--- config.mk ---
export PLATFORM = sky130hd
export DESIGN_NAME = pst_back
export DESIGN_NICKNAME = d
export VERILOG_FILES = /design/src/design/pst_pkg.sv /design/src/design/pst_back.sv
export SDC_FILE = /design/constraint.sdc
export NUM_CORES = 2
export LEC_CHECK = 0
export BUFFER_PORTS_ARGS = -buffer_cell sky130_fd_sc_hd__buf_2
export CORE_MARGIN = 1
export CORE_UTILIZATION = 45
export CTS_BUF_LIST = sky130_fd_sc_hd__clkbuf_16
export CTS_CLUSTER_DIAMETER = 120
export DETAILED_ROUTE_END_ITERATION = 10
export GPL_ROUTABILITY_DRIVEN = 0
export PLACE_DENSITY = 0.69
export REMOVE_ABC_BUFFERS = 1
export SLEW_MARGIN = 10
export SYNTH_ARGS = -nofsm -noshare
export SYNTH_HDL_FRONTEND = slang
export SYNTH_SLANG_ARGS = --single-unit
--- constraint.sdc ---
create_clock -name clk -period 18.9 [get_ports clk]
set_clock_uncertainty 0.2 [all_clocks]
set_input_delay 1.89 -clock clk [delete_from_list [all_inputs] [get_ports clk]]
set_output_delay 1.89 -clock clk [all_outputs]
set_load 0.005 [all_outputs]
--- src/design/pst_pkg.sv ---
// Shared types and constants for the polyline stroke tessellator.
package pst_pkg;

	localparam int COORD_BITS_DEF = 24;
	localparam int FRAC_BITS_DEF  = 8;
	localparam int QUEUE_DEPTH    = 2;

	localparam logic [15:0] HALF_WIDTH_RST = 16'd256;
	localparam logic        SQUARE_CAP_RST = 1'b0;

	// register index, taken from paddr[2]
	localparam logic REG_HALF_WIDTH = 1'b0;
	localparam logic REG_SQUARE_CAP = 1'b1;

	typedef enum logic [1:0] {
		KIND_CAP    = 2'd0,
		KIND_CORNER = 2'd1,
		KIND_STITCH = 2'd2
	} vkind_t;

	typedef struct packed {
		logic seg;   // point closes a segment
		logic zl;    // segment has zero length
		logic stk;   // stroke start, empties the strip
	} job_flags_t;

	localparam int JOB_FLAGS_W = $bits(job_flags_t);

	typedef enum logic [3:0] {
		BK_IDLE,
		BK_CAP,
		BK_NORM,
		BK_SQ,
		BK_SQRT,
		BK_DIV,
		BK_SCALE,
		BK_CORNER,
		BK_EMIT
	} back_state_t;

endpackage

--- src/design/pst_back.sv ---
// Back end: normalizes the segment, root and divide, emits vertices.
module pst_back import pst_pkg::*; #(
	parameter int COORD_BITS = COORD_BITS_DEF,
	parameter int FRAC_BITS  = FRAC_BITS_DEF
) (
	input  logic                         clk,
	input  logic                         arst_n,
	input  logic [15:0]                  half_width,
	input  logic                         square_cap,
	input  logic                         q_valid,
	output logic                         q_pop,
	input  job_flags_t                   job_flags,
	input  logic signed [COORD_BITS-1:0] job_x1,
	input  logic signed [COORD_BITS-1:0] job_y1,
	input  logic signed [COORD_BITS-1:0] job_x2,
	input  logic signed [COORD_BITS-1:0] job_y2,
	input  logic signed [COORD_BITS:0]   job_dx,
	input  logic signed [COORD_BITS:0]   job_dy,
	output logic                         out_valid,
	input  logic                         out_stall,
	output logic signed [COORD_BITS-1:0] vertex_x,
	output logic signed [COORD_BITS-1:0] vertex_y,
	output logic [1:0]                   vertex_kind,
	output logic                         zero_length,
	output logic                         last_of_run
);

	localparam int MAG_W = COORD_BITS + 1;
	localparam int SHIFT = 23 - FRAC_BITS;
	localparam int OFF_W = 34 - SHIFT;
	localparam int SUM_W = ((COORD_BITS > OFF_W + 1) ? COORD_BITS : OFF_W + 1) + 2;
	localparam logic signed [SUM_W-1:0] MAXV = SUM_W'((64'sd1 <<< (COORD_BITS - 1)) - 64'sd1);
	localparam logic signed [SUM_W-1:0] MINV = -MAXV - SUM_W'(1);

	function automatic logic signed [COORD_BITS-1:0] sat(input logic signed [SUM_W-1:0] v);
		logic signed [SUM_W-1:0] c;
		c = v;
		if (v > MAXV) c = MAXV;
		if (v < MINV) c = MINV;
		return c[COORD_BITS-1:0];
	endfunction

	back_state_t state_q, state_d;

	job_flags_t                   flags_q;
	logic signed [COORD_BITS-1:0] x1_q, y1_q, x2_q, y2_q;
	logic                         sx_q, sy_q;
	logic [MAG_W-1:0]             ax_q, ay_q;
	logic                         strip_q;
	logic signed [COORD_BITS-1:0] lsx_q, lsy_q;
	logic [63:0]                  v_q, r_q;
	logic [4:0]                   cnt_q;
	logic [31:0]                  n_q;
	logic [46:0]                  remx_q, remy_q;
	logic [16:0]                  ux_q, uy_q;
	logic signed [OFF_W:0]        co_q, so_q;
	logic signed [COORD_BITS-1:0] cax_q, cay_q, cbx_q, cby_q, ccx_q, ccy_q, cdx_q, cdy_q;
	logic [2:0]                   emit_q;

	logic                         out_valid_q;
	logic signed [COORD_BITS-1:0] vx_q, vy_q;
	logic [1:0]                   vk_q;
	logic                         zl_q, last_q;

	logic                         can_load, load;
	logic signed [COORD_BITS-1:0] ld_x, ld_y;
	vkind_t                       ld_kind;
	logic                         ld_last;

	logic [63:0]       ax64, ay64, bitv, sq_t;
	logic              big, low_mag, sq_ge;
	logic [48:0]       dsub;
	logic              gex, gey;
	logic [33:0]       px, py;
	logic [OFF_W-1:0]  magx, magy;
	logic signed [SUM_W-1:0] x1w, y1w, x2w, y2w, cow, sow, ecw, esw;

	assign can_load = !out_valid_q || !out_stall;
	assign q_pop    = (state_q == BK_IDLE) && q_valid;

	// datapath helpers
	always_comb begin
		ax64    = 64'(ax_q);
		ay64    = 64'(ay_q);
		big     = (ax64 >= 64'd65536) || (ay64 >= 64'd65536);
		low_mag = (ax64 < 64'd32768) && (ay64 < 64'd32768);
		bitv    = 64'd1 << (6'd62 - {cnt_q, 1'b0});
		sq_t    = r_q + bitv;
		sq_ge   = v_q >= sq_t;
		dsub    = 49'(n_q) << cnt_q;
		gex     = 49'(remx_q) >= dsub;
		gey     = 49'(remy_q) >= dsub;
		px      = 34'(ux_q) * 34'(half_width) + (34'd1 << (SHIFT - 1));
		py      = 34'(uy_q) * 34'(half_width) + (34'd1 << (SHIFT - 1));
		magx    = OFF_W'(px >> SHIFT);
		magy    = OFF_W'(py >> SHIFT);
		x1w     = SUM_W'(x1_q);
		y1w     = SUM_W'(y1_q);
		x2w     = SUM_W'(x2_q);
		y2w     = SUM_W'(y2_q);
		cow     = SUM_W'(co_q);
		sow     = SUM_W'(so_q);
		ecw     = square_cap ? cow : '0;
		esw     = square_cap ? sow : '0;
	end

	// next state
	always_comb begin
		state_d = state_q;
		unique case (state_q)
			BK_IDLE:   if (q_valid) state_d = BK_CAP;
			BK_CAP: begin
				if (can_load) begin
					if (!flags_q.seg) state_d = BK_IDLE;
					else if (flags_q.zl) state_d = BK_CORNER;
					else state_d = BK_NORM;
				end
			end
			BK_NORM:   if (!big && !low_mag) state_d = BK_SQ;
			BK_SQ:     state_d = BK_SQRT;
			BK_SQRT:   if (cnt_q == 5'd31) state_d = BK_DIV;
			BK_DIV:    if (cnt_q == 5'd0) state_d = BK_SCALE;
			BK_SCALE:  state_d = BK_CORNER;
			BK_CORNER: state_d = BK_EMIT;
			BK_EMIT:   if (can_load && emit_q == 3'd5) state_d = BK_IDLE;
			default:   state_d = BK_IDLE;
		endcase
	end

	// word to load into the output register
	always_comb begin
		load    = 1'b0;
		ld_x    = x2_q;
		ld_y    = y2_q;
		ld_kind = KIND_CAP;
		ld_last = 1'b0;
		unique case (state_q)
			BK_CAP: begin
				load    = can_load;
				ld_last = !flags_q.seg;
			end
			BK_EMIT: begin
				load    = can_load;
				ld_last = (emit_q == 3'd5);
				unique case (emit_q)
					3'd0: begin ld_x = lsx_q; ld_y = lsy_q; ld_kind = KIND_STITCH; end
					3'd1: begin ld_x = cax_q; ld_y = cay_q; ld_kind = KIND_STITCH; end
					3'd2: begin ld_x = cax_q; ld_y = cay_q; ld_kind = KIND_CORNER; end
					3'd3: begin ld_x = cbx_q; ld_y = cby_q; ld_kind = KIND_CORNER; end
					3'd4: begin ld_x = ccx_q; ld_y = ccy_q; ld_kind = KIND_CORNER; end
					default: begin ld_x = cdx_q; ld_y = cdy_q; ld_kind = KIND_CORNER; end
				endcase
			end
			default: load = 1'b0;
		endcase
	end

	always_ff @(posedge clk or negedge arst_n) begin
		if (!arst_n) begin
			state_q     <= BK_IDLE;
			strip_q     <= 1'b0;
			lsx_q       <= '0;
			lsy_q       <= '0;
			out_valid_q <= 1'b0;
		end else begin
			state_q <= state_d;
			if (q_pop && job_flags.stk) begin
				strip_q <= 1'b0;
			end
			if (state_q == BK_EMIT && can_load && emit_q == 3'd5) begin
				strip_q <= 1'b1;
				lsx_q   <= cdx_q;
				lsy_q   <= cdy_q;
			end
			if (load) begin
				out_valid_q <= 1'b1;
			end else if (!out_stall) begin
				out_valid_q <= 1'b0;
			end
		end
	end

	always_ff @(posedge clk) begin
		if (load) begin
			vx_q   <= ld_x;
			vy_q   <= ld_y;
			vk_q   <= ld_kind;
			zl_q   <= flags_q.zl;
			last_q <= ld_last;
		end
		unique case (state_q)
			BK_IDLE: begin
				if (q_valid) begin
					flags_q <= job_flags;
					x1_q    <= job_x1;
					y1_q    <= job_y1;
					x2_q    <= job_x2;
					y2_q    <= job_y2;
					sx_q    <= job_dx[COORD_BITS];
					sy_q    <= job_dy[COORD_BITS];
					ax_q    <= job_dx[COORD_BITS] ? MAG_W'(-job_dx) : MAG_W'(job_dx);
					ay_q    <= job_dy[COORD_BITS] ? MAG_W'(-job_dy) : MAG_W'(job_dy);
					co_q    <= '0;
					so_q    <= '0;
				end
			end
			BK_NORM: begin
				if (big) begin
					ax_q <= ax_q >> 1;
					ay_q <= ay_q >> 1;
				end else if (low_mag) begin
					ax_q <= ax_q << 1;
					ay_q <= ay_q << 1;
				end
			end
			BK_SQ: begin
				v_q   <= (64'(ax_q[15:0]) * 64'(ax_q[15:0]) +
				          64'(ay_q[15:0]) * 64'(ay_q[15:0])) << 30;
				r_q   <= '0;
				cnt_q <= 5'd0;
			end
			BK_SQRT: begin
				if (sq_ge) begin
					v_q <= v_q - sq_t;
					r_q <= (r_q >> 1) + bitv;
				end else begin
					r_q <= r_q >> 1;
				end
				if (cnt_q == 5'd31) begin
					n_q    <= sq_ge ? 32'((r_q >> 1) + bitv) : 32'(r_q >> 1);
					remx_q <= 47'(ax_q[15:0]) << 30;
					remy_q <= 47'(ay_q[15:0]) << 30;
					cnt_q  <= 5'd16;
				end else begin
					cnt_q <= cnt_q + 5'd1;
				end
			end
			BK_DIV: begin
				if (gex) remx_q <= 47'(49'(remx_q) - dsub);
				if (gey) remy_q <= 47'(49'(remy_q) - dsub);
				ux_q[cnt_q] <= gex;
				uy_q[cnt_q] <= gey;
				cnt_q <= cnt_q - 5'd1;
			end
			BK_SCALE: begin
				co_q <= sx_q ? -$signed({1'b0, magx}) : $signed({1'b0, magx});
				so_q <= sy_q ? -$signed({1'b0, magy}) : $signed({1'b0, magy});
			end
			BK_CORNER: begin
				cax_q  <= sat(x1w - sow - ecw);
				cay_q  <= sat(y1w + cow - esw);
				cbx_q  <= sat(x1w + sow - ecw);
				cby_q  <= sat(y1w - cow - esw);
				ccx_q  <= sat(x2w - sow + ecw);
				ccy_q  <= sat(y2w + cow + esw);
				cdx_q  <= sat(x2w + sow + ecw);
				cdy_q  <= sat(y2w - cow + esw);
				emit_q <= strip_q ? 3'd0 : 3'd2;
			end
			BK_EMIT: begin
				if (can_load) emit_q <= emit_q + 3'd1;
			end
			default: ;
		endcase
	end

	assign out_valid   = out_valid_q;
	assign vertex_x    = vx_q;
	assign vertex_y    = vy_q;
	assign vertex_kind = vk_q;
	assign zero_length = zl_q;
	assign last_of_run = last_q;

endmodule

==> results.py <==
metrics = {
    "run_status": {
        "status": "completed",
    },
    "clock_network": {
        "cts_buffers": 98,
        "cts_resized": 0,
        "cts_tree": "yes",
        "clock-root-buffer": "clkbuf_16",
        "cts_sinks": 784,
        "clk_pin_slew_ns": 0.06,
        "cts_hold_buf": 0,
        "cts_setup_buffers": 0,
        "insertion_delay_ns": 0.78,
        "cts_max_level": 3,
        "clockBufferDepth": 3,
    },
    "critical_path": {
        "cp_num_buf_inv": 3,
        "required_ns": 19.20,
        "crit_family": "compound AO/OA/AOI/OAI gates",
        "cp.arrival_ns": 9.66,
        "crit_fanout": 50,
        "max_stage_delay_ns": 0.69,
        "crit_top_cell": "ha_1",
        "reg2regPathDepth": 31,
        "crit_type": "reg2reg",
        "worst_path_max_delay_cell": "a21o_1",
        "crit_path_end_kind": "flop",
        "crit_path_start_kind": "flop",
        "cp_num_cells": 31,
    },
    "drt": {
        "wirelength_mm": 279,
        "firstDrtPassIters": 9,
        "viasPerCell": 5.77,
        "num_vias": 75800,
        "antenna_left": 0,
        "initialDrtViolationCount": 6983,
        "wl_per_cell_um": 21.2,
        "drc": 0,
    },
    "synth": {
        "synth_top_cell_area_share_pct": 22.9,
        "yosysTopAreaCell": "edfxtp_1",
        "yosys_warnings": 0,
        "synthArstFlopShare_pct": 6.89,
        "synth_ff_type": "edfxtp_1",
        "synth_area_per_cell_um2": 9.38,
        "synth_commonest_cells": "inv_1 (1628), fa_1 (1010), nand2_1 (930)",
        "yosysUniqueCellTypes": 108,
        "synth_most_common_cell": "inv_1",
        "syn-cell-area_um2": 95900,
        "synth.area.top_cells": "edfxtp_1 (23%), fa_1 (21%), ha_1 (11%), inv_1 (6.4%), nand2_1 (3.6%)",
        "syn_inst": 10200,
        "ys_ff_latch": 784,
        "synth_edf_count": 730,
        "seq_area_frac_synth_pct": 24.3,
    },
    "global_routing": {
        "use_met2_pct": 43.2,
        "grt_usage_pct": 25.6,
        "grt-ovfl-total": 0,
        "grtUsageMet1_pct": 32.3,
        "grt_max_degree": 112,
        "grt_pass1_wl_mm": 433,
        "grt_pass1_vias": 77100,
        "grt_antenna_before_repair": 11,
        "use_met3_pct": 3.45,
        "top_usage_layer": "met2",
    },
    "sta": {
        "slew_headroom_pct": 15.8,
        "tightest_slew_ns": 1.26,
        "setup_tns_ns": 0,
        "rsz0062_at_grt": "no",
        "fin_crit_sh_pct": 49.5,
        "final-setup-viol-count": 0,
        "hold_viol_final": 0,
        "fmax_mhz": 107,
        "slew_violations": 0,
        "min_period_ns": 9.36,
        "fin_ws_ns": 9.54,
    },
    "hold_path": {
        "hold_class": "reg2reg",
        "hold_depth": 1,
    },
    "floorplan": {
        "die_h_um": 464,
        "rows": 169,
        "start_util_pct": 45.3,
        "die_x_um": 464,
        "io_pins": 224,
        "core_area_um2": 212000,
        "die-area_um2": 215000,
    },
    "placement": {
        "dp_hpwl_mm": 213,
        "place_worst_setup_slack_ns": 9.35,
        "io_buffers": 223,
    },
    "finish": {
        "syn2layout_area_growth_pct": 7.59,
        "drive_above_1_share_pct": 6.91,
        "nNetsFinal": 12300,
    },
    "flow_run": {
        "cap_violations": 0,
    },
}
logic make-up (layout without fill, tap and decap cells):
logic type,Yosys count,in the layout,synth area share (%)
AO/OA/AOI/OAI,2143,2143,14.5
buffers and inverters,2037,2124,8.04
flip-flops,784,784,24.3
XOR/XNOR,566,566,5.18
AND/OR/NAND/NOR,2618,2618,13.1
multiplexers,198,198,2.43
other,0,2,0
adder cells (fa/ha/maj),1884,1884,32.5
layout make-up:
type	instances	area (µm²)
Clock buffer	98	2450
Antenna cell	2	5.00
Clock inverter	84	898
Tap cell	2821	3530
Fill cell	19500	109000
Sequential cell	784	23300
Timing Repair Buffer	312	1790
Multi-Input combinational cell	7409	65100
Inverter	1630	6130
layer usage:
layer  share of wire (%)  wire length [µm]
met5               0.012                34
met4                 5.4             15000
met3                 7.3             20500
met2                  48            133000
met1                  39            110000
cell usage in the layout, fill, tap and decap left out, types with 224 or more instances in the layout:
cell type,instances
inv_1,1635
o21ai_0,388
a21o_1,224
edfxtp_1,730
ha_1,872
a21oi_1,631
xnor2_1,320
nor2_1,540
nand2_1,926
fa_1,1010
xor2_1,245
and2_1,413
path summary, 6_finish.rpt:
kind | from | to | slack [ns]
setup / recovery | cnt_q[0] | r_q[30] | 9.54
setup reg to reg | cnt_q[0] | r_q[30] | 9.54
hold reg to reg | strip_q | strip_q | 0.27
min in group asynchronous | arst_n | lsy_q[21] | 0.71
max in group asynchronous | arst_n | lsx_q[9] | 16.60
hold / removal | strip_q | strip_q | 0.27
metrics by stage:
step / std cells / area (µm²) / hold WS (ns) / utilization, %
6_report: 13100 / 103000 / 0.273 / 48.7
5_1_grt: 13100 / 103000 / 0.306 / 48.7
4_1_cts: 13100 / 103000 / 0.279 / 48.7
3_5_place_dp: 13000 / 99900 / 0.265 / 47.1
3_3_place_gp: 13000 / 99900 / 0.265 / 47.1
2_1_floorplan: 9823 / 94300 / 0.227 / -
flip-flops by register name, summed over array words and instances, names as in the netlist, 25 cells and up:
signal and count:
v_q 64, r_q 64, ax_q 25, n_q 32, remy_q 47, remx_q 47, ay_q 25
worst register-to-register path: cells and delay by family (launching register included):
family | cells | cell delay, ns
AOI/OAI and AO/OA | 13 | 3.46
xor gates and xnor gates | 1 | 0.17
adders and majority gates | 5 | 1.54
buffers and inverters | 3 | 1.18
DFF | 1 | 0.32
muxes | 1 | 0.44
and+or+nand+nor | 8 | 1.80
Power is left out: the tool's default activity adds up to more than one toggle a clock period on the data nets, which glitch-free logic cannot reach.
