$ cat config.mk
export PLATFORM = sky130hd
export DESIGN_NAME = pst_queue
export DESIGN_NICKNAME = d
export VERILOG_FILES = /design/src/design/pst_pkg.sv /design/src/design/pst_queue.sv
export SDC_FILE = /design/constraint.sdc
export NUM_CORES = 1
export LEC_CHECK = 0
export ABC_CLOCK_PERIOD_IN_PS = 1500
export BUFFER_PORTS_ARGS = -buffer_cell sky130_fd_sc_hd__buf_2
export CORE_MARGIN = 2
export CORE_UTILIZATION = 48
export CTS_BUF_LIST = sky130_fd_sc_hd__clkbuf_16
export DETAILED_ROUTE_END_ITERATION = 6
export PLACE_DENSITY = 0.76
export SYNTH_ARGS = -nofsm -noshare
export SYNTH_HDL_FRONTEND = slang
export SYNTH_SLANG_ARGS = --single-unit
$ cat constraint.sdc
create_clock -name clk -period 1.5 [get_ports clk]
set_clock_uncertainty 0.1 [all_clocks]
set_input_delay 0.3 -clock clk [delete_from_list [all_inputs] [get_ports clk]]
set_output_delay 0.3 -clock clk [all_outputs]
set_load 0.05 [all_outputs]
$ cat src/design/pst_pkg.sv
// Shared types and constants for the polyline stroke tessellator.
package pst_pkg;

	localparam int COORD_BITS_DEF = 24;
	localparam int FRAC_BITS_DEF  = 8;
	localparam int QUEUE_DEPTH    = 2;

	localparam logic [15:0] HALF_WIDTH_RST = 16'd256;
	localparam logic        SQUARE_CAP_RST = 1'b0;

	// register index, taken from paddr[2]
	localparam logic REG_HALF_WIDTH = 1'b0;
	localparam logic REG_SQUARE_CAP = 1'b1;

	typedef enum logic [1:0] {
		KIND_CAP    = 2'd0,
		KIND_CORNER = 2'd1,
		KIND_STITCH = 2'd2
	} vkind_t;

	typedef struct packed {
		logic seg;   // point closes a segment
		logic zl;    // segment has zero length
		logic stk;   // stroke start, empties the strip
	} job_flags_t;

	localparam int JOB_FLAGS_W = $bits(job_flags_t);

	typedef enum logic [3:0] {
		BK_IDLE,
		BK_CAP,
		BK_NORM,
		BK_SQ,
		BK_SQRT,
		BK_DIV,
		BK_SCALE,
		BK_CORNER,
		BK_EMIT
	} back_state_t;

endpackage

$ cat src/design/pst_queue.sv
// Short job queue between front and back ends.
module pst_queue import pst_pkg::*; #(
	parameter int W     = 8,
	parameter int DEPTH = QUEUE_DEPTH
) (
	input  logic         clk,
	input  logic         arst_n,
	input  logic         push,
	input  logic [W-1:0] wdata,
	output logic         full,
	input  logic         pop,
	output logic         valid,
	output logic [W-1:0] rdata
);

	localparam int AW = (DEPTH > 1) ? $clog2(DEPTH) : 1;
	localparam int CW = $clog2(DEPTH + 1);

	logic [W-1:0]  mem_q [DEPTH];
	logic [AW-1:0] wr_q, rd_q;
	logic [CW-1:0] cnt_q;

	assign full  = (cnt_q == CW'(DEPTH));
	assign valid = (cnt_q != '0);
	assign rdata = mem_q[rd_q];

	always_ff @(posedge clk) begin
		if (push) begin
			mem_q[wr_q] <= wdata;
		end
	end

	always_ff @(posedge clk or negedge arst_n) begin
		if (!arst_n) begin
			wr_q  <= '0;
			rd_q  <= '0;
			cnt_q <= '0;
		end else begin
			if (push) begin
				wr_q <= (wr_q == AW'(DEPTH - 1)) ? '0 : wr_q + 1'b1;
			end
			if (pop) begin
				rd_q <= (rd_q == AW'(DEPTH - 1)) ? '0 : rd_q + 1'b1;
			end
			if (push && !pop) begin
				cnt_q <= cnt_q + 1'b1;
			end else if (pop && !push) begin
				cnt_q <= cnt_q - 1'b1;
			end
		end
	end

endmodule

==> flow_summary.ini, run 1 <==
[synthesis]
synth_warnings = 0
synth-compound-area-share_pct = 0
yosys.cell_types.count = 13
synth_area_leader_cell = edfxtp_1
synthAdderAreaFrac_pct = 1.62
synthSimpleGateAreaFrac_pct = 4.05
synth_fp_nets = 54
synth_top_area_share_pct = 62.1
synth_xor_xnor_area_share_pct = 5.66
synth_area_leaders = edfxtp_1 (62%), dfrtp_1 (13%), mux2_2 (12%)
syn_inst = 41
synth_seq_cells = 20
synth_area_um2 = 773
ys_seq_area_share_pct = 75.1
muxShareOfSynthArea_pct = 11.7
synth_top_family_by_area = multiplexers
avgSynthCellArea_um2 = 18.9

[clock_tree]
clkSinkCount = 20
tritoncts = built
cts-root-buf = clkbuf_16
clock_path_buffers = 2
path_clk_slew_ps = 50
clk_latency_ps = 240
numCtsBuffers = 3
htreeDepth = 1

[route]
drtIter0Drc = 0
via_count = 441
via_per_inst = 4.85
drc_errors = 0
ant_nets = 0
drt-total-wl_um = 1270
wl_per_cell_um = 14.0
firstDrtPassIters = 1

[timing]
timing.final.setup_violations = 8
grt_setup_unrepaired = yes
relSlewSlack_pct = 74.7
fin_crit_ps = 1650
setup_ws_ps = -153
slew_violations = 0
tightest_slew_ps = 380
fmax_ghz = 0.605
hold_viol = 0
fin_crit_sh_pct = 110

[die]
ios = 22
core_um2 = 1510
chipWidth_um = 44.1
num_rows = 14
fp.dieArea_um2 = 1950
initial_core_util_pct = 51.3
die_h_um = 44.1

[layout]
antenna_cells = 0
area_delta_synth_final_pct = 44.5
drive_above_1_share_pct = 58.7
nNetsFinal = 89
final_cells = 91
utilization_pct = 74.2

[global_route]
antenna_found_initial = 0
grt_max_degree = 12
first_global_vias = 495
met1_usage_pct = 15.4
met3_usage_pct = 3.67
grt_pass1_wl_um = 2050
gr-max-usage-layer = met2
gr-total-overflow = 0
met2_usage_pct = 29.4
grt_usage_pct = 15.4

[setup_path]
crit_fanout = 4
required_ps = 1100
cp_cell_sequence = buf_6, mux2_2, buf_6
start_kind = flop
worst-endpoint-arrival_ps = 1250
cpMaxStageDelayCell = dfrtp_2
slowest_delay_ps = 390
crit_path_frequent_cell = buf_6
critical_path.endpoint_type = output port
path_class = reg -> out

[placement]
placed_cells = 80
port_buffers = 21
dp_hpwl_um = 827
gp_congestion = 0.617

[outcome]
failed_checks = negative setup slack
outcome = complete, but fails checks

[power_and_ir_drop]
power_leakage_uw = 0.000470
power_density_nw_per_um2 = 2330
ir_drop_uv = 1460

[run]
cap_violations = 0

[hold_path]
hp-class = in -> reg
==> critical path: cells and delay by family, from the launching register on <==
kind	cells	cell delay, ps
buffers and inverters	2	280
muxes	1	340
DFF	1	390
==> path summary, 6_finish.rpt <==
| check | to | slack, ps | from | cells after the start |
|---|---|---|---|---|
| hold / removal | mem_q[0][4] | 140 | wdata[4] | 1 |
| min in group asynchronous | cnt_q[1] | 290 | arst_n | 2 |
| hold reg to reg | wr_q | 380 | wr_q | 1 |
| max in group asynchronous | rd_q | 870 | arst_n | 2 |
| setup reg to reg | mem_q[1][1] | 320 | wr_q | 1 |
| setup / recovery | rdata[3] | -150 | rd_q | 3 |
==> report_power, final <==
part           internal [uW]  switching (uW)
logic                    557             693
registers                760            63.5
clock network            354             171
total                   1670             927
==> cells by family after synthesis <==
group	after synthesis
muxes	8
buffers and inverters	2
DFF	20
and+or+nand+nor	5
adders and majority gates	1
xor gates and xnor gates	5
==> through the flow <==
step,worst slack (ps),hold slack [ps],power [uW],TNS (ps),instance area [um2]
finish,-153,143,2600,-1150,1120
global route,-183,136,2710,-1410,1120
CTS,-147,139,2540,-1090,1090
detailed placement,-56.0,11.7,1740,-363,910
global placement,-10.5,11.8,1720,-11.3,910
floorplan,200,-95.6,1550,0,773
==> cell usage in the layout, fill, tap and decap left out <==
master / synthesis / final
buf_4: 0 / 7
or2_4: 0 / 1
ha_1: 1 / 1
inv_1: 1 / 1
xnor2_1: 1 / 1
dlygate4sd3_1: 0 / 1
dfrtp_2: 0 / 1
nor2_1: 1 / 1
nor2b_1: 1 / 1
buf_2: 0 / 11
clkinv_1: 0 / 1
buf_6: 1 / 10
and2b_2: 1 / 1
buf_8: 0 / 1
xor2_1: 4 / 4
mux2_2: 8 / 8
clkbuf_16: 0 / 3
dfrtp_1: 4 / 3
and2_1: 1 / 1
clkbuf_4: 0 / 1
edfxtp_1: 16 / 16
==> cell type report <==
class,count,area (um2)
clock buffers,3,75.1
clock inverters,1,3.75
fillers,106,389
inverters,1,3.75
multi-input cells,19,180
flip-flops and latches,20,582
well taps,16,20.0
repair buffers,31,253
==> synth_stat cells <==
| cell | n |
|---|---|
| dfrtp_1 | 4 |
| or2_2 | 1 |
| and2b_2 | 1 |
| ha_1 | 1 |
| mux2_2 | 8 |
| nor2_1 | 1 |
| nor2b_1 | 1 |
| inv_1 | 1 |
| xor2_1 | 4 |
| xnor2_1 | 1 |
| edfxtp_1 | 16 |
| buf_6 | 1 |
| and2_1 | 1 |
==> flip-flops by register name, summed over array words and instances (netlist names) <==
name   flops
cnt_q      2
wr_q       1
mem_q     16
rd_q       1
==> layer usage <==
layer | up-vias | wire, um
li1 | 217 | -
met4 | 0 | 7
met5 | - | 0
met2 | 10 | 747
met1 | 212 | 475
met3 | 2 | 44
==> repair_timing <==
item,CTS,global route
gates resized for setup,20,5
hold buffers,1,0
gates cloned,0,0
buffers inserted,5,1
endpoints found under the setup margin,10,10
endpoints found under the hold margin,4,0
Note: power is estimated with default switching activity, not from simulation.
==> run 2, diff against run 1 <==
GPL_TIMING_DRIVEN = 0   (was default)
==> flow_summary.ini, run 2 (same netlist as run 1, synthesis figures left out) <==
[global_route]
antenna_found_initial = 0
grt_usage_pct = 14.9
grt_pass1_wl_um = 2000
grt_max_degree = 12
gr-total-overflow = 0
first_global_vias = 453

[placement]
port_buffers = 21
place_area_um2 = 898
placed_cells = 78
gp_congestion = 0.637
dp_hpwl_um = 803

[route]
via_count = 418
ant_nets = 0
wl_met1_um = 507
drt-total-wl_um = 1240
drtIter0Drc = 3
wl_met2_um = 678
drc_errors = 0
wl_per_cell_um = 14.3
firstDrtPassIters = 4
dr.max_layer_used = met4
via_per_inst = 4.80
dr_wl_met3_um = 43

[power_and_ir_drop]
switching_share_pct = 36.1
seqPwrFrac_pct = 32.3
power_switching_uw = 912
power_uw = 2520
p_int_uw = 1610
power_leakage_uw = 0.000454
power_density_nw_per_um2 = 2330
ir_drop_uv = 1090
p_clk_share_pct = 20.8
combPwrFrac_pct = 46.9

[setup_path]
crit_path_frequent_cell = buf_6
cpMaxStageDelayCell = mux2_2
slowest_delay_ps = 350
required_ps = 1100
critical_path.endpoint_type = output port
cp_cell_sequence = buf_6, mux2_2, buf_6
crit_fanout = 9
path_class = reg -> out
start_kind = flop
worst-endpoint-arrival_ps = 1220

[timing]
relSlewSlack_pct = 71.0
fmax_ghz = 0.617
setup_ws_ps = -120
hold_viol = 0
setup_tns_ps = -914
fin_crit_ps = 1620
fin_crit_sh_pct = 108
tightest_slew_ps = 433
timing.final.setup_violations = 8
grt_setup_unrepaired = yes
slew_violations = 0

[clock_tree]
clock_path_buffers = 2
numCtsBuffers = 3
cts-root-buf = clkbuf_16
clk_latency_ps = 240
clkSinkCount = 20
htreeDepth = 1
path_clk_slew_ps = 50
tritoncts = built

[layout]
fillers = 103
antenna_cells = 0
final_cell_mix = edfxtp_1 (16), buf_2 (11), buf_6 (9)
finalInstanceArea_um2 = 1080
final_cells = 87
drive_above_1_share_pct = 56.3
largest-register = mem_q
regArea_um2 = 581
area_delta_synth_final_pct = 40.3
nNetsFinal = 85
largest_reg_flops = 16
reg.largest.list = mem_q (16), cnt_q (2)
final_common_cell = edfxtp_1
utilization_pct = 72.0
multi_input_area_um2 = 183

[outcome]
outcome = complete, but fails checks
failed_checks = negative setup slack

[run]
cap_violations = 0

[die]
fp.dieArea_um2 = 1950
num_rows = 14
initial_core_util_pct = 51.3
core_um2 = 1510
ios = 22
die_h_um = 44.1
chipWidth_um = 44.1

[hold_path]
hp-class = in -> reg
run 2: cell types whose count changed in the layout (fill, tap and decap cells not counted), sizes merged:
cell | previous run | this run
buf | 29 | 25
clkinv | 1 | 0
inv | 1 | 2
run 2: routing by layer:
layer	vias to the layer above	track usage (%)
met1	191	18.7
met5	-	0
met2	12	25.0
met4	0	5.45
met3	2	3.67
li1	213	-
run 2: power by group through the flow:
stage	logic (uW)	registers [uW]	clock network, uW
6_report	1180	815	524
5_1_grt	1240	829	568
4_1_cts	1130	808	541
3_5_place_dp	903	830	0
3_3_place_gp	892	822	0
2_1_floorplan	739	813	0
run 2: layout make-up:
| class | instances | area share, % |
|---|---|---|
| flip-flops and latches | 20 | 53.5 |
| repair buffers | 26 | 19.1 |
| multi-input cells | 19 | 16.8 |
| clock buffers | 3 | 6.92 |
| well taps | 16 | 1.85 |
| plain buffers | 1 | 1.04 |
| clock inverters | 1 | 0.346 |
| inverters | 1 | 0.346 |
run 2: path summary, 6_finish.rpt:
path                                     to  cells past startpoint     start  slack (ps)
worst min-delay path            mem_q[1][1]                      1  wdata[1]         140
worst max register to register  mem_q[0][0]                      1      wr_q         270
worst min register to register         wr_q                      1      wr_q         400
max in group asynchronous              rd_q                      2    arst_n         890
worst max-delay path               rdata[1]                      3      rd_q        -120
min in group asynchronous          cnt_q[1]                      2    arst_n         290
run 2: metrics by stage:
step	hold WS, ps	setup slack [ps]
finish	143	-120
global route	139	-154
CTS	137	-128
detailed placement	8.66	-42.5
global placement	9.23	-5.63
floorplan	-95.6	200
run 2: worst max-delay path: cells and delay by family (launching register included):
family	cells	cell delay [ps]
muxes	1	350
buffers and inverters	2	290
DFF	1	330
run 2: what timing repair did:
| action | CTS | global route |
|---|---|---|
| resized for setup | 18 | 4 |
| setup buffers | 3 | 1 |
| hold endpoints to repair | 4 | 0 |
| hold buffers | 1 | 0 |
| endpoints found under the setup margin | 10 | 18 |
==> run 3, diff against run 2 <==
ABC_AREA = 1   (was default)
CORE_UTILIZATION = 49   (was 48)
==> flow_summary.ini, run 3 <==
[layout]
nNetsFinal = 91
reg.largest.list = mem_q (16), cnt_q (2)
fillers = 108
area_delta_synth_final_pct = 33.6
antenna_cells = 0
drive_above_1_share_pct = 44.2
final_cells = 93
final_common_cell = edfxtp_1
finalInstanceArea_um2 = 1090
multi_input_area_um2 = 200
largest-register = mem_q
utilization_pct = 70.9
largest_reg_flops = 16
final_cell_mix = edfxtp_1 (16), buf_2 (13), buf_6 (8), mux2_4 (8), inv_1 (7)
regArea_um2 = 581

[global_route]
grt_usage_pct = 14.8
grt_pass1_wl_um = 2020
first_global_vias = 461
gr-total-overflow = 0
antenna_found_initial = 0
grt_max_degree = 12

[setup_path]
crit_fanout = 9
path_class = reg -> out
worst-endpoint-arrival_ps = 1220
reg2reg_depth = 1
crit_path_start = rd_q
start_kind = flop
regToRegStartpoint = wr_q
required_ps = 1100
critical_path.endpoint_type = output port

[power_and_ir_drop]
combPwrFrac_pct = 45.9
ir_drop_uv = 1180
power_switching_uw = 919
switching_share_pct = 37.0
seqPwrFrac_pct = 32.8
p_int_uw = 1570
p_clk_share_pct = 21.2
power_leakage_uw = 0.000496
power_density_nw_per_um2 = 2270

[die]
chipWidth_um = 44.9
core_um2 = 1540
num_rows = 14
fp.dieArea_um2 = 2010
ios = 22
die_h_um = 44.9
initial_core_util_pct = 53.1

[synthesis]
ys_seq_area_share_pct = 70.9
yosys-top-cells-count = edfxtp_1 (16), mux2_4 (8), inv_1 (7)
syn_inst = 50
yosys.cell_types.count = 12
synth_top_area_share_pct = 58.7
synth_seq_cells = 20
async_flop_share_pct = 20.0
synth_edf_count = 16
synth-main-ff-cell = edfxtp_1
synth_fp_nets = 63
synth_area_leader_cell = edfxtp_1
avgSynthCellArea_um2 = 16.4
synth_area_um2 = 818
synth.most_common_cell = edfxtp_1
synth_warnings = 0
synth_area_leaders = edfxtp_1 (59%), mux2_4 (15%), dfrtp_1 (12%)

[clock_tree]
htreeDepth = 1
clock_path_buffers = 2
numCtsBuffers = 3
cts-root-buf = clkbuf_16
clk_latency_ps = 240
path_clk_slew_ps = 50
clkSinkCount = 20
tritoncts = built

[timing]
fin_crit_sh_pct = 108
fmax_ghz = 0.616
whs_ps = 145
slew_violations = 0
timing.final.setup_violations = 8
fin_crit_ps = 1620
tightest_slew_ps = 664
hold_viol = 0
relSlewSlack_pct = 55.6
grt_setup_unrepaired = yes
setup_tns_ps = -930
setup_ws_ps = -124

[hold_path]
hold-path-cell-count = 1
hold_start = wdata[7]
hp-class = in -> reg

[route]
via_count = 461
drt-total-wl_um = 1220
via_per_inst = 4.96
wl_per_cell_um = 13.1
ant_nets = 0
firstDrtPassIters = 2
drtIter0Drc = 5
drc_errors = 0

[run]
cap_violations = 0

[placement]
place_area_um2 = 943
dp_hpwl_um = 848
gp_congestion = 0.757
placed_cells = 87
port_buffers = 21

[outcome]
outcome = complete, but fails checks
failed_checks = negative setup slack
[run 3: routing by layer]
layer | track usage, % | share of wire (%) | routed length (um)
met1 | 18.3 | 42 | 506
met2 | 22.9 | 51 | 624
met3 | 4.80 | 6.3 | 77
met4 | 8.82 | 0.66 | 8
met5 | 0 | 0 | 0
[run 3: critical path, cell delays in order, from the launching register on]
cell     delay (ps)
dfrtp_1         370
buf_6           150
mux2_4          300
buf_6           150
[run 3: layout make-up]
cell class | count | share of cell area (%)
timing repair buffer | 23 | 16.1
tap | 16 | 1.83
clock inverter | 1 | 0.343
clock buffer | 3 | 6.86
buffer | 1 | 1.03
inverter | 7 | 2.40
multi-input combinational | 22 | 18.3
sequential | 20 | 53.1
[run 3: cell families (layout without fill, tap and decap cells)]
kind of cell	Yosys count	in the layout	share of synthesized area [%]
muxes	8	8	14.7
xor gates and xnor gates	3	3	3.21
buffers and inverters	8	35	4.59
DFF	20	20	70.9
and+or+nand+nor	10	10	5.05
adders and majority gates	1	1	1.53
[run 3: worst paths after layout]
kind,end,slack (ps)
worst min-delay path,mem_q[0][7],140
min in group asynchronous,cnt_q[0],280
worst min register to register,wr_q,390
worst max register to register,mem_q[0][6],90
max in group asynchronous,cnt_q[1],900
worst max-delay path,rdata[3],-120
[run 3: per-stage QoR]
| step | worst slack (ps) | total power (uW) |
|---|---|---|
| after floorplan | 37.3 | 1630 |
| after global placement | 49.5 | 1780 |
| after detailed placement | 39.5 | 1800 |
| after CTS | -125 | 2500 |
| after global routing | -157 | 2600 |
| final | -124 | 2480 |
[run 3: power by group through the flow]
stage	logic [uW]	registers, uW	clock network (uW)
final	1140	816	527
after CTS	1140	818	535
after global placement	966	819	0
after detailed placement	976	827	0
after global routing	1200	831	565
after floorplan	821	812	0
[run 3: what timing repair did]
item / in CTS / in global routing
setup buffers: 1 / 0
hold buffers: 1 / 0
pin swaps: 0 / 0
endpoints found under the hold margin: 4 / 0
gates resized for setup: 17 / 0
setup endpoints to repair: 8 / 8
