**config.mk**
```make
export PLATFORM = sky130hd
export DESIGN_NAME = pst_front
export DESIGN_NICKNAME = d
export VERILOG_FILES = /design/src/design/pst_pkg.sv /design/src/design/pst_front.sv
export SDC_FILE = /design/constraint.sdc
export NUM_CORES = 1
export LEC_CHECK = 0
export ABC_AREA = 1
export BUFFER_PORTS_ARGS = -buffer_cell sky130_fd_sc_hd__buf_2
export CAP_MARGIN = 20
export CORE_AREA = 2 2 118 120
export CTS_BUF_LIST = sky130_fd_sc_hd__clkbuf_2 sky130_fd_sc_hd__clkbuf_4 sky130_fd_sc_hd__clkbuf_8
export DETAILED_ROUTE_END_ITERATION = 10
export DIE_AREA = 0 0 120 122
export PLACE_DENSITY = 0.73
export SETUP_SLACK_MARGIN = 0.05
export SKIP_CTS_REPAIR_TIMING = 1
export SLEW_MARGIN = 40
export SYNTH_ARGS = -nofsm -noshare
export SYNTH_HDL_FRONTEND = slang
export SYNTH_SLANG_ARGS = --single-unit
```
**constraint.sdc**
```tcl
create_clock -name clk -period 3.2 [get_ports clk]
set_input_delay 0.8 -clock clk [delete_from_list [all_inputs] [get_ports clk]]
set_output_delay 0.8 -clock clk [all_outputs]
set_load 0.05 [all_outputs]
```
**src/design/pst_pkg.sv**
```systemverilog
// Shared types and constants for the polyline stroke tessellator.
package pst_pkg;

	localparam int COORD_BITS_DEF = 24;
	localparam int FRAC_BITS_DEF  = 8;
	localparam int QUEUE_DEPTH    = 2;

	localparam logic [15:0] HALF_WIDTH_RST = 16'd256;
	localparam logic        SQUARE_CAP_RST = 1'b0;

	// register index, taken from paddr[2]
	localparam logic REG_HALF_WIDTH = 1'b0;
	localparam logic REG_SQUARE_CAP = 1'b1;

	typedef enum logic [1:0] {
		KIND_CAP    = 2'd0,
		KIND_CORNER = 2'd1,
		KIND_STITCH = 2'd2
	} vkind_t;

	typedef struct packed {
		logic seg;   // point closes a segment
		logic zl;    // segment has zero length
		logic stk;   // stroke start, empties the strip
	} job_flags_t;

	localparam int JOB_FLAGS_W = $bits(job_flags_t);

	typedef enum logic [3:0] {
		BK_IDLE,
		BK_CAP,
		BK_NORM,
		BK_SQ,
		BK_SQRT,
		BK_DIV,
		BK_SCALE,
		BK_CORNER,
		BK_EMIT
	} back_state_t;

endpackage

```
**src/design/pst_front.sv**
```systemverilog
// Front end: accepts points, tracks the previous point, classifies segments.
module pst_front import pst_pkg::*; #(
	parameter int COORD_BITS = COORD_BITS_DEF
) (
	input  logic                         clk,
	input  logic                         arst_n,
	input  logic                         in_valid,
	output logic                         in_stall,
	input  logic signed [COORD_BITS-1:0] point_x,
	input  logic signed [COORD_BITS-1:0] point_y,
	input  logic                         subpath_start,
	input  logic                         stroke_start,
	input  logic                         q_full,
	output logic                         q_push,
	output job_flags_t                   job_flags,
	output logic signed [COORD_BITS-1:0] job_x1,
	output logic signed [COORD_BITS-1:0] job_y1,
	output logic signed [COORD_BITS-1:0] job_x2,
	output logic signed [COORD_BITS-1:0] job_y2,
	output logic signed [COORD_BITS:0]   job_dx,
	output logic signed [COORD_BITS:0]   job_dy
);

	logic signed [COORD_BITS-1:0] prev_x_q, prev_y_q;
	logic                         have_prev_q;

	assign in_stall = q_full;
	assign q_push   = in_valid && !q_full;

	always_comb begin
		job_x1 = prev_x_q;
		job_y1 = prev_y_q;
		job_x2 = point_x;
		job_y2 = point_y;
		job_dx = (COORD_BITS+1)'(point_x) - (COORD_BITS+1)'(prev_x_q);
		job_dy = (COORD_BITS+1)'(point_y) - (COORD_BITS+1)'(prev_y_q);
		job_flags.seg = have_prev_q && !subpath_start && !stroke_start;
		job_flags.zl  = job_flags.seg && (job_dx == '0) && (job_dy == '0);
		job_flags.stk = stroke_start;
	end

	always_ff @(posedge clk or negedge arst_n) begin
		if (!arst_n) begin
			prev_x_q    <= '0;
			prev_y_q    <= '0;
			have_prev_q <= 1'b0;
		end else if (q_push) begin
			prev_x_q    <= point_x;
			prev_y_q    <= point_y;
			have_prev_q <= 1'b1;
		end
	end

endmodule

```
==> metrics.md, run 1 <==
| Metric | Value |
|---|---|
| Result of the run | complete, but fails checks |
| Failing checks | negative setup slack |
| Post-detailed-route count of antenna-violating nets | 0 |
| Summed instance area of the synthesized netlist | 0.00591 mm2 |
| Achievable frequency | 0.271 GHz |
| Die X-Extent | 120 um |
| Total I/O pin count | 205 |
| Maximum root-to-sink buffer count | 2 |
| Type of the worst setup path | in2out |
| Die outline height | 122 um |
| Mean area per synthesized cell | 5.83 um2 |
| Most used flip-flop cell after synthesis | sky130_fd_sc_hd__dfrtp_1 |
| Length of the first detailed-routing pass in iterations | 6 |
| Multiplexer fraction of the synthesized cell area | 0% |
| Internal cell power | 0.00251 W |
| Slack of the critical path | -0.487 ns |
| Deepest level of the CTS H-tree | 2 |
| Worst hold margin | 0.485 ns |
| Final core utilization | 75.1% |
| Clock insertion delay at the later pin of the skew report | 0.33 ns |
| Buffers added on ports | 204 |
| Final Slew Violations | 0 |
| Final count of negative-setup-slack endpoints | 10 |
| TritonCTS clock tree | built |
| Main combinational cell family by area after synthesis | simple AND/OR/NAND/NOR gates |
| Post-Syn Nets | 1118 |
| Highest fanout seen on the critical path | 3 |
| Standard-cell rows | 43 |
| Post-synth EDFFs | 0 |
| CTS sink count | 49 |
| Max_slew headroom | 55.4% |
| Combinational fraction of design power | 79.6% |
| Share of the synthesized area in the top cell type | 21.9% |
| Worst hold path type | reg2reg |
| Worst slew pin tran | 0.669 ns |
| Ratio of cells with drive above 1 in the final layout | 53.9% |
| Post-synthesis adder-cell area fraction | 10.8% |
| Switching power | 0.00308 W |
| Part of the total power dissipated in the clock network | 7.2% |
| Unrepaired setup endpoints after global routing | yes |
| Nature of the critical path startpoint | input pin |
| Post-synthesis instance total | 1014 |
| Share of total power consumed by net switching | 55.1% |
| Detailed Route WL | 21.0 mm |
| Pin count of the biggest net entering global routing | 94 |
| CTS Buf Count | 5 |
| Final number of hold-violating endpoints | 0 |
| Synthesized-area fraction occupied by ao, oa, aoi and oai cells | 9.71% |
| Final clock period utilization by the worst path | 115% |
| Synth Warn # | 0 |
| Diode count | 0 |
| Time the final worst path needs with I/O delays and setup | 3.69 ns |
| Core Area | 0.0135 mm2 |
| Kind of end point of the critical path | output port |
| Post-DP Area | 0.00818 mm2 |
| Die area | 0.0146 mm2 |
| Highest Signal Layer | met4 |
| Met3 routed WL | 1.10 mm |
| M1 WL | 8.38 mm |
| Total negative slack | -1.35 ns |
| Global-route wire length before repair | 27.9 mm |
| Vias after detailed routing | 7524 |
| Max Cap Viol | 0 |
| Main area contributors after synthesis | sky130_fd_sc_hd__nand2_1 22%, sky130_fd_sc_hd__dfrtp_1 21%, sky130_fd_sc_hd__inv_1 13% |
| Required arrival time at the worst endpoint | 2.40 ns |
| Initial cell density of the core | 43.8% |
| GRT Residual Overflow | 0 |
| Vias in the first global route | 6352 |
| Antenna violations before repair | 0 |
| Sequential share of power | 13.2% |
| Met2 wire length | 11.0 mm |
| Top cell type by total area after synthesis | sky130_fd_sc_hd__nand2_1 |
| Sequential cell area fraction in the yosys report | 20.7% |
| Share of the synthesized netlist area taken by xor and xnor gates | 0.741% |
| Number of synthesized register bits | 49 |
| Worst Path Arrival | 2.89 ns |
| Async SR Flop Fraction | 100% |
| Worst Clk Skew | 0 ns |
| Routed length per placed instance | 13.8 um |
| Static Leak | 5.38 nW |
| Pwr Density | 551 mW/mm2 |
| Overall global routing resource usage | 23.4% |
| Remaining design rule violation count | 0 |
| Placer's final routability congestion estimate | 0.886 |
| Post-CTS clock slew at the launch and capture registers of the worst setup and hold paths | 0.10 ns |
| Synthesis-to-finish area growth | 71.6% |
| Vias per cell | 4.95 |
| Largest vdd supply drop | 0.000445 V |
| Post-synthesis share of cell area spent on and, or, nand and nor gates | 37.8% |
| Detailed placer's ending HPWL | 14.6 mm |
| Detailed router's first-iteration violation count | 372 |
| Count of different cell masters after synthesis | 31 |
| Nets@finish | 1442 |
| Final cell area excluding filler cells | 0.0101 mm2 |
| Cell at the root of the clock tree | sky130_fd_sc_hd__clkbuf_8 |
## final timing paths
kind	endpoint	cells after the start	slack, ns	from
setup / recovery	job_flags[1]	18	-0.49	point_y[0]
hold / removal	have_prev_q	2	0.48	have_prev_q
setup reg to reg	job_y1[0]	3	2.38	job_y1[0]
hold reg to reg	have_prev_q	2	0.48	have_prev_q
max in group asynchronous	job_x1[9]	2	2.17	arst_n
min in group asynchronous	job_x1[21]	2	0.56	arst_n
## power groups by stage
stage                     Clock [W]  Sequential, W  Combinational [W]
after CTS                  0.000413       0.000737            0.00353
final                      0.000402       0.000738            0.00445
after global routing       0.000448       0.000747            0.00471
after global placement            0       0.000747            0.00349
after floorplan                   0        0.00103            0.00208
after detailed placement          0       0.000748            0.00352
## per-layer routing
| metal | global-route usage, % | up-vias |
|---|---|---|
| met5 | 0 | - |
| met4 | 5.66 | 0 |
| met3 | 3.14 | 51 |
| met2 | 41.7 | 285 |
| met1 | 29.9 | 3460 |
| li1 | - | 3728 |
## per-stage QoR
stage | setup slack [ns] | total power (W) | instances
after floorplan | -0.359 | 0.00311 | 1014
after global placement | -0.687 | 0.00424 | 1498
after detailed placement | -0.744 | 0.00427 | 1498
after CTS | -0.748 | 0.00468 | 1506
after global routing | -0.545 | 0.00591 | 1519
final | -0.487 | 0.00559 | 1519
## sequential cells by signal, summed over array words and instances, names as in the netlist
register	count
job_x1	24
have_prev_q	1
job_y1	24
## cell type report
class	count	area [um2]
multi-input cells	698	5120
flip-flops and latches	49	1230
fillers	1002	3360
repair buffers	379	2690
clock inverters	2	10.0
well taps	180	225
inverters	205	793
clock buffers	6	76.3
## cell families (layout without fill, tap and decap cells)
logic type | after synthesis | in the layout
AO/OA/AOI/OAI | 111 | 111
XOR/XNOR | 5 | 5
adder cells (fa/ha/maj) | 50 | 50
buffers and inverters | 267 | 592
flip-flops | 49 | 49
AND/OR/NAND/NOR | 532 | 532
## Yosys cell counts (9+ instances only)
cell / n
sky130_fd_sc_hd__clkbuf_1: 10
sky130_fd_sc_hd__nand3b_1: 9
sky130_fd_sc_hd__ha_1: 48
sky130_fd_sc_hd__nand2_1: 345
sky130_fd_sc_hd__nor2_2: 9
sky130_fd_sc_hd__a21oi_1: 44
sky130_fd_sc_hd__nand4_1: 15
sky130_fd_sc_hd__o21ai_0: 63
sky130_fd_sc_hd__inv_1: 203
sky130_fd_sc_hd__dfrtp_1: 49
sky130_fd_sc_hd__nor2_1: 71
sky130_fd_sc_hd__buf_4: 51
sky130_fd_sc_hd__nand2_2: 10
sky130_fd_sc_hd__nand3_1: 55
## worst max-delay path, stage by stage
cell,delay (ns)
sky130_fd_sc_hd__buf_8,0.08
sky130_fd_sc_hd__inv_4,0.03
sky130_fd_sc_hd__ha_4,0.15
sky130_fd_sc_hd__fa_2,0.37
sky130_fd_sc_hd__inv_2,0.11
sky130_fd_sc_hd__nand2_1,0.06
sky130_fd_sc_hd__nand2_1,0.08
sky130_fd_sc_hd__nand3_2,0.09
sky130_fd_sc_hd__nand2_2,0.10
sky130_fd_sc_hd__nand3_2,0.13
sky130_fd_sc_hd__nand2_2,0.11
sky130_fd_sc_hd__nand2_1,0.07
sky130_fd_sc_hd__nand2_2,0.09
sky130_fd_sc_hd__nand3_1,0.08
sky130_fd_sc_hd__nor2_1,0.12
sky130_fd_sc_hd__nand3_2,0.11
sky130_fd_sc_hd__nor2_4,0.13
sky130_fd_sc_hd__buf_8,0.15
## cells in the final DEF, fill, tap and decap left out, drive strengths merged
master	count
a21boi	1
a21oi	45
and2	4
buf	378
clkbuf	7
clkinv	2
clkinvlp	1
dfrtp	49
fa	2
ha	48
inv	204
nand2	355
nand3	56
nand3b	9
nand4	15
nor2	81
nor3	9
nor4	2
o21a	1
o21ai	63
o31ai	1
or2	1
xnor2	3
xor2	2
No activity file was read; power rests on OpenSTA's default activity.
==> run 2: changes to the inputs <==
--- a/config.mk
+++ b/config.mk
@@ -15,7 +15,7 @@
 export PLACE_DENSITY = 0.73
 export SETUP_SLACK_MARGIN = 0.05
 export SKIP_CTS_REPAIR_TIMING = 1
-export SLEW_MARGIN = 40
+export SLEW_MARGIN = 15
 export SYNTH_ARGS = -nofsm -noshare
 export SYNTH_HDL_FRONTEND = slang
 export SYNTH_SLANG_ARGS = --single-unit
==> constraint.sdc (replaced) <==
create_clock -name clk -period 3.2 [get_ports clk]
set_input_delay 0.8 -clock clk [delete_from_list [all_inputs] [get_ports clk]]
set_output_delay 0.8 -clock clk [all_outputs]
set_load 0.005 [all_outputs]
==> run 2 against run 1 <==
Final cell count is the same. Critical path type unchanged. Total power fell by 27%. Register-to-register slack improved by 0.04 ns. Die area did not move. The flow still finishes with violations (negative setup slack). Wire length is 6.4% lower. Non-clock buffer count unchanged. Via count decreased by 2.2%. Sequential share of layout area is 0.89 points higher.
==> metrics.md, run 2 (synthesis results as in run 1) <==
| Metric | Value |
|---|---|
| Result of the run | complete, but fails checks |
| Failing checks | negative setup slack |
| Ratio of cells with drive above 1 in the final layout | 46.6% (-7.3 points) |
| Final number of hold-violating endpoints | 0 (unchanged) |
| CP peak stage delay | 0.37 ns (about the same) |
| Max Cap Viol | 0 (unchanged) |
| Worst Clk Skew | 0 ns (unchanged) |
| R2R Path End | job_y1[1] |
| Required arrival time at the worst endpoint | 2.40 ns (about the same) |
| Critical path startpoint | point_x[0] |
| Pin count of the biggest net entering global routing | 94 (unchanged) |
| Cell-by-cell trace of the critical path | buf_12 > inv_12 > ha_4 > fa_2 > nor2_2 > nand2_1 > nand3_1 > nand2_1 > nand2_1 > nand2_1 > nand2_1 > nand2_1 > nand2_1 > nand2_1 > nor2_1 > nand3_1 > nor2_2 > buf_2 |
| Initial cell density of the core | 43.8% (unchanged) |
| Unrepaired setup endpoints after global routing | yes |
| Time the final worst path needs with I/O delays and setup | 3.54 ns (-0.149 ns) |
| Global-route wire length before repair | 27.6 mm (-1.2%) |
| Combinational fraction of design power | 71.9% (-7.7 points) |
| Footprint of the multi-input gates | 0.00465 mm2 (-9.3%) |
| Most common cell after layout, fill and taps aside | sky130_fd_sc_hd__nand2_1 |
| Final Slew Violations | 0 (unchanged) |
| Worst slew pin tran | 0.777 ns (+0.108 ns) |
| Post-Layout Cell Count | 1519 (unchanged) |
| Nets@finish | 1442 (unchanged) |
| Synthesis-to-finish area growth | 59.9% |
| Die outline height | 122 um (unchanged) |
| Post-detailed-route count of antenna-violating nets | 0 (unchanged) |
| Final clock period utilization by the worst path | 111% (-4.6 points) |
| Remaining design rule violation count | 0 (unchanged) |
| Maximum root-to-sink buffer count | 2 (unchanged) |
| Static Leak | 5.20 nW (-3.3%) |
| Slack of the worst reg-to-reg path | 2.42 ns (+0.04 ns) |
| Routed length per placed instance | 12.9 um (-6.4%) |
| Max_slew headroom | 48.2% (-7.2 points) |
| Crit path top cell by count | sky130_fd_sc_hd__nand2_1 |
| Final core utilization | 70.0% (-5.1 points) |
| CTS sink count | 49 (unchanged) |
| Antenna violations before repair | 0 (unchanged) |
| Capturing instance or port of the critical path | job_flags[1] |
| Overall global routing resource usage | 23.3% (-0.094 points) |
| Switching power | 0.00182 W (-41%) |
| Internal cell power | 0.00226 W (-9.7%) |
| Nature of the critical path startpoint | input pin |
| Die X-Extent | 120 um (unchanged) |
| Vias in the first global route | 6297 (-0.87%) |
| Length of the first detailed-routing pass in iterations | 5 (-1) |
| Hold Path Cell Cnt | 2 (unchanged) |
| Slack of the critical path | -0.338 ns (+0.149 ns) |
| Placer's final routability congestion estimate | 0.897 (+1.3%) |
| Cell depth of the worst flop-to-flop path | 2 (-1) |
| Standard-cell rows | 43 (unchanged) |
| Achievable frequency | 0.283 GHz (+4.2%) |
| Startpoint of the most critical register-to-register path | job_y1[1] |
| Cell at the root of the clock tree | sky130_fd_sc_hd__clkbuf_8 |
| Total I/O pin count | 205 (unchanged) |
| Highest fanout seen on the critical path | 3 (unchanged) |
| Clock insertion delay at the later pin of the skew report | 0.34 ns (about the same) |
| Post-CTS clock slew at the launch and capture registers of the worst setup and hold paths | 0.10 ns (about the same) |
| Deepest level of the CTS H-tree | 2 (unchanged) |
| Vias after detailed routing | 7357 (-2.2%) |
| CTS Buf Count | 5 (unchanged) |
| Core Area | 0.0135 mm2 (unchanged) |
| Total negative slack | -0.705 ns (+0.650 ns) |
| Worst hold margin | 0.464 ns (-0.0204 ns) |
| GRT Residual Overflow | 0 (unchanged) |
| Number of cells after detailed placement | 1500 (+0.13%) |
| Type of the worst setup path | in2out |
| Final count of negative-setup-slack endpoints | 7 (-3) |
| Worst Path Arrival | 2.74 ns (-0.15 ns) |
| Critical-path top delay cell | sky130_fd_sc_hd__fa_2 |
| Sequential share of power | 18.1% (+4.9 points) |
| Buffers added on ports | 204 (unchanged) |
| Detailed router's first-iteration violation count | 261 (-30%) |
| Share of total power consumed by net switching | 44.6% (-11 points) |
| Worst min-delay path startpoint | have_prev_q |
| Kind of end point of the critical path | output port |
| Pwr Density | 432 mW/mm2 (-22%) |
| Die area | 0.0146 mm2 (unchanged) |
| Commonest cells after routing, fill and taps aside | 269 x sky130_fd_sc_hd__nand2_1, 192 x sky130_fd_sc_hd__buf_2, 183 x sky130_fd_sc_hd__inv_1 |
| Sequential cell area | 0.00123 mm2 (unchanged) |
| Largest vdd supply drop | 0.000250 V (-44%) |
| Vias per cell | 4.84 (-2.2%) |
| TritonCTS clock tree | built |
| Detailed Route WL | 19.7 mm (-6.4%) |
| Part of the total power dissipated in the clock network | 9.9% (+2.7 points) |
| Fill cell count | 1122 (+12%) |
| Diode count | 0 (unchanged) |
| Detailed placer's ending HPWL | 14.6 mm (+0.37%) |
| Worst hold path type | reg2reg |
-- run 2: cell type report --
| cell class | instances | area share, % |
|---|---|---|
| sequential | 49 | 13.0 |
| clock buffer | 6 | 0.807 |
| clock inverter | 2 | 0.106 |
| multi-input combinational | 698 | 49.2 |
| timing repair buffer | 379 | 26.2 |
| inverter | 205 | 8.35 |
| tap | 180 | 2.38 |
-- run 2: how the worst min path moves through the flow --
stage | end | slack (ns)
final | have_prev_q | 0.46
after global routing | have_prev_q | 0.50
after CTS | have_prev_q | 0.46
after detailed placement | have_prev_q | 0.44
after global placement | have_prev_q | 0.44
after floorplan | have_prev_q | 0.42
-- run 2: routing by layer --
layer / vias up / GRT usage (%) / share of wire [%]
met5: - / 0 / 0
met4: 0 / 6.76 / 2.3
met3: 42 / 3.32 / 4.8
met2: 224 / 42.2 / 52
met1: 3364 / 28.6 / 41
li1: 3727 / - / -
-- run 2: power groups by stage --
stage,Combinational [W],Clock [W],Sequential [W]
2_1_floorplan,0.00120,0,0.000758
4_1_cts,0.00236,0.000417,0.000740
6_report,0.00294,0.000407,0.000741
3_3_place_gp,0.00232,0,0.000749
5_1_grt,0.00322,0.000443,0.000751
3_5_place_dp,0.00235,0,0.000752
-- run 2: metrics by stage --
stage	cell area (um2)	total power, W	setup WS (ns)
after detailed placement	8020	0.00310	-0.515
final	9450	0.00409	-0.338
after CTS	8100	0.00352	-0.527
after global routing	9450	0.00441	-0.508
after floorplan	5950	0.00196	0.0423
after global placement	8020	0.00307	-0.497
-- run 2: critical path, delay by kind of cell --
kind / cells / cell delay, ns
fa+ha+maj: 2 / 0.52
simple gates: 13 / 1.19
buf+inv: 3 / 0.24
